--- src/rtl/core/psms_pkg.sv ---
// ----------------------------------------------------------------------------
// Packed special matrix store package
// Sizes, codes and word types shared by the matrix store modules.
// ----------------------------------------------------------------------------
`default_nettype none

package psms_pkg;

    localparam int MAX_DIM    = 16;
    localparam int VALUE_BITS = 32;
    localparam int ORDER_W    = 5;
    localparam int IDX_W      = $clog2(MAX_DIM);
    localparam int DEPTH      = MAX_DIM * MAX_DIM;
    localparam int ADDR_W     = $clog2(DEPTH);
    // Room for the intermediate sums of the index arithmetic.
    localparam int CALC_W     = ADDR_W + 2;

    localparam int PADDR_W    = 3;
    localparam int PDATA_W    = 32;

    localparam logic OP_READ  = 1'b0;
    localparam logic OP_WRITE = 1'b1;

    localparam logic REG_KIND  = 1'b0;
    localparam logic REG_ORDER = 1'b1;

    typedef enum logic [2:0] {
        KIND_NONE  = 3'd0,
        KIND_FULL  = 3'd1,
        KIND_DIAG  = 3'd2,
        KIND_LOWER = 3'd3,
        KIND_UPPER = 3'd4,
        KIND_SYM   = 3'd5,
        KIND_TRI   = 3'd6,
        KIND_TOEP  = 3'd7
    } kind_e;

    typedef struct packed {
        logic                         op;
        logic [ORDER_W-1:0]           row;
        logic [ORDER_W-1:0]           col;
        logic signed [VALUE_BITS-1:0] value;
    } req_t;

    typedef struct packed {
        logic signed [VALUE_BITS-1:0] read_value;
        logic                         stored;
        logic                         range_error;
    } rsp_t;

    // Outcome of the index mapping for one word.
    typedef struct packed {
        logic              range_err;
        logic              kept;
        logic [ADDR_W-1:0] addr;
    } map_t;

endpackage

`default_nettype wire

--- src/rtl/core/psms_map.sv ---
// ----------------------------------------------------------------------------
// Packed index mapper
// Turns a 1-based row and column into a packed store address for the kind.
// ----------------------------------------------------------------------------
`default_nettype none

module psms_map
    import psms_pkg::*;
(
    input  wire logic [ORDER_W-1:0] row,
    input  wire logic [ORDER_W-1:0] col,
    input  wire kind_e              kind,
    input  wire logic [ORDER_W-1:0] order,
    output map_t                    map
);

    logic [ORDER_W-1:0] n;
    logic [ORDER_W-1:0] row_m1;
    logic [ORDER_W-1:0] col_m1;
    logic [CALC_W-1:0]  iw;
    logic [CALC_W-1:0]  jw;
    logic [CALC_W-1:0]  nw;
    logic [CALC_W-1:0]  tri_i;
    logic [CALC_W-1:0]  tri_j;
    logic [CALC_W-1:0]  prod_in;
    logic [CALC_W-1:0]  idx;
    logic               hit;
    logic               range_err;

    always_comb
    begin
        n = (order > ORDER_W'(MAX_DIM)) ? ORDER_W'(MAX_DIM) : order;
        range_err = (row == '0) || (col == '0) || (row > n) || (col > n);

        row_m1 = row - ORDER_W'(1);
        col_m1 = col - ORDER_W'(1);
        iw     = CALC_W'(row_m1[IDX_W-1:0]);
        jw     = CALC_W'(col_m1[IDX_W-1:0]);
        nw     = CALC_W'(n);

        // Triangular numbers give the start of each packed row.
        tri_i   = (iw * (iw + CALC_W'(1))) >> 1;
        tri_j   = (jw * (jw + CALC_W'(1))) >> 1;
        prod_in = iw * nw;

        hit = 1'b0;
        idx = '0;
        unique case (kind)
            KIND_FULL:
            begin
                hit = 1'b1;
                idx = prod_in + jw;
            end
            KIND_DIAG:
            begin
                hit = (iw == jw);
                idx = iw;
            end
            KIND_LOWER:
            begin
                hit = (iw >= jw);
                idx = tri_i + jw;
            end
            KIND_UPPER:
            begin
                hit = (iw <= jw);
                idx = prod_in - tri_i + jw;
            end
            KIND_SYM:
            begin
                hit = 1'b1;
                idx = (iw >= jw) ? (tri_i + jw) : (tri_j + iw);
            end
            KIND_TRI:
            begin
                if (jw == iw + CALC_W'(1))
                begin
                    hit = 1'b1;
                    idx = iw;
                end
                else if (jw == iw)
                begin
                    hit = 1'b1;
                    idx = nw - CALC_W'(1) + iw;
                end
                else if (iw == jw + CALC_W'(1))
                begin
                    hit = 1'b1;
                    idx = (nw << 1) - CALC_W'(1) + jw;
                end
            end
            KIND_TOEP:
            begin
                hit = 1'b1;
                idx = (jw >= iw) ? (jw - iw) : (nw - CALC_W'(1) + iw - jw);
            end
            KIND_NONE:
            begin
                hit = 1'b0;
            end
            default:
            begin
                hit = 1'b0;
            end
        endcase

        map.range_err = range_err;
        map.kept      = !range_err && hit && (idx < CALC_W'(DEPTH));
        map.addr      = idx[ADDR_W-1:0];
    end

endmodule

`default_nettype wire

--- config.mk ---
export PLATFORM = sky130hd
export DESIGN_NAME = psms_map
export DESIGN_NICKNAME = d
export VERILOG_FILES = /design/src/rtl/core/psms_pkg.sv /design/src/rtl/core/psms_map.sv
export SDC_FILE = /design/constraint.sdc
export NUM_CORES = 1
export LEC_CHECK = 0
export ABC_CLOCK_PERIOD_IN_PS = 21600
export BUFFER_PORTS_ARGS = -buffer_cell sky130_fd_sc_hd__buf_2
export CAP_MARGIN = 20
export CORE_UTILIZATION = 40
export DETAILED_ROUTE_END_ITERATION = 10
export RECOVER_POWER = 100
export SLEW_MARGIN = 20
export SYNTH_ARGS = -nofsm -noshare
export SYNTH_HDL_FRONTEND = slang
export SYNTH_SLANG_ARGS = --single-unit
--- constraint.sdc ---
create_clock -name vclk -period 21.6
set_input_delay 4.32 -clock vclk [all_inputs]
set_output_delay 4.32 -clock vclk [all_outputs]
set_load 0.1 [all_outputs]
==> metrics.csv <==
stage,metric,value,unit
run_status,outcome,"finished, violations left",
run_status,violated checks,"capacitance limit, slew limit",
placement,Detail Placement HPWL,13800,um
detailed_routing,router iterations before antenna repair,5,
sta,Hold Fails Final Rpt,0,
final_layout,"final std cell area, no fill",0.00545,mm^2
final_layout,Nets,848,
sta,Final Max Tran Viols,10,
logic_synthesis,Netlist cell types,72,
global_routing,largest net degree at the start of global routing,17,
run,total of max-cap violations,1,
clocking,CTS resizes,0,
setup_path,Critical Path Source Type,input pin,
pwr,sw frac,64.4,%
sta,post-layout minimum cycle time,16.51,ns
logic_synthesis,synthesized area per cell,7.63,um^2
clocking,hold_buf cts,0,
setup_path,"Arr. time, crit path",12.19,ns
sta,final setup TNS,0,ns
floorplan,# IOs,28,
floorplan,initial core utilization,41.1,%
pwr,Clk pwr share,0,%
setup_path,WP data required,17.28,ns
setup_path,Setup crit end kind,primary output,
final_layout,most frequent cells in the layout,"ha_1, nor2_1, inv_1",
pwr,Int Pwr,0.000149,W
global_routing,total global routing overflow,0,
floorplan,Chip Width,116,um
setup_path,Buf/Inv on CP,7,
detailed_routing,drt total wl,16300,um
pwr,P_leak,2.63,nW
sta,f_max,60.6,MHz
final_layout,Finished Core Util,43.2,%
setup_path,CP Max Fanout,14,
detailed_routing,1st-iter DRT viols,554,
global_routing,overall global routing resource usage,25.2,%
logic_synthesis,post-synthesis cell count,680,
final_layout,sequential cell count,0,
setup_path,"Worst Path Class, Setup",in2out,
floorplan,die area,0.0134,mm^2
detailed_routing,DRT antenna net count,0,
placement,I/O Buffers,28,
placement,"Cell Area, Placed",0.00548,mm^2
sta,Worst-Margin Slew,1.75,ns
final_layout,Area Overhead vs Synth,5.04,%
hold_path,worst hold path class,in2out,
setup_path,Worst path top cell family by delay,adder cells,
detailed_routing,vias,5164,
sta,Final Cycle Share,76.4,%
final_layout,Ant. Diodes,0,
pwr,pwr/cell area,76.9,mW/mm^2
placement,gpl congestion,0.988,
global_routing,initial antenna violation count,0,
pwr,total power draw,0.000419,W
detailed_routing,# DRC,0,
detailed_routing,vias per cell,5.97,
floorplan,Core Box Area,0.0126,mm^2
setup_path,CP max stage delay,0.91,ns
final_layout,clock buf count,0,
sta,Slew HR,-18.6,%
pwr,NetSw,0.000270,W
sta,RSZ-0062 raised after global routing,false,
pwr,maximum vdd drop,0.0685,mV
logic_synthesis,syn nets,833,
final_layout,layout cells sized above 1,5.77,%
logic_synthesis,Synth Cell Area,0.00519,mm^2
logic_synthesis,Synth Warn #,0,
floorplan,row count,41,
logic_synthesis,sequential area share after synthesis,0,%
floorplan,die height,116,um
global_routing,vias in the first global route,5069,
final_layout,"commonest non-fill, non-tap cell in the layout",ha_1,
pwr,Comb power frac,100.0,%
pwr,Seq pwr share,0,%
detailed_routing,routed length per instance,18.9,um
final_layout,Reg area,0,um^2
global_routing,first-pass GRT wire length,26300,um
clocking,Post-CTS Setup Bufs,0,
setup_path,Slowest cell on crit path,clkbuf_1,
sta,final setup fails,0,
sta,final hold slack,9.55,ns
power groups by stage:
stage	Clock (W)	Combinational, W	Sequential [W]
after CTS	0	0.000417	0
after global placement	0	0.000409	0
final	0	0.000419	0
after global routing	0	0.000457	0
after detailed placement	0	0.000414	0
after floorplan	0	0.000323	0
through the flow:
step,instances,setup slack (ns)
final,865,5.09
after global routing,865,4.62
after CTS,865,5.61
after detailed placement,865,5.62
after global placement,865,5.88
after floorplan,680,5.50
logic make-up after synthesis:
kind of cell	after synthesis	share of synthesized area [%]
simple gates	229	23.3
fa+ha+maj	135	36.5
compound gates	173	22.9
mux	11	2.19
buf+inv	84	6.36
xor+xnor	48	8.78
final cells by class:
cell class,count,area [um^2]
well taps,172,215
multi-input cells,596,4840
repair buffers,29,136
fillers,1323,7170
inverters,68,255
cells in the mapped netlist (all sizes together), types with 5 or more instances:
cell type / n / area share, %
o2111ai: 5 / 0.84
mux2i: 8 / 1.5
a31oi: 6 / 0.72
clkbuf: 13 / 0.94
nor4b: 6 / 1.4
fa: 27 / 10
a211o: 5 / 0.84
o21a: 6 / 0.87
and2: 12 / 1.4
a21o: 10 / 1.4
ha: 108 / 26
nor3: 14 / 1.4
nor2b: 15 / 2.0
nand2: 35 / 2.5
nor3b: 6 / 0.87
o21ai: 30 / 2.9
a211oi: 14 / 2.0
nor2: 78 / 5.6
inv: 67 / 4.8
nand3: 11 / 1.1
o211ai: 8 / 1.3
xnor2: 24 / 4.1
xor2: 22 / 3.9
or2: 6 / 0.72
and3: 5 / 0.60
a21oi: 40 / 3.9
nand2b: 18 / 2.2
final timing paths:
kind	start	endpoint	slack [ns]	depth (start not counted)
setup / recovery	row[0]	map[8]	5.09	26
hold / removal	col[0]	map[0]	9.55	6
routing by layer:
layer / track usage (%) / vias to the layer above / part of all wire, %
li1: - / 2482 / -
met1: 35.2 / 2473 / 46
met2: 42.6 / 189 / 45
met3: 2.51 / 20 / 6.8
met4: 3.59 / 0 / 1.4
met5: 0 / - / 0
No activity file was read; power rests on OpenSTA's default activity.
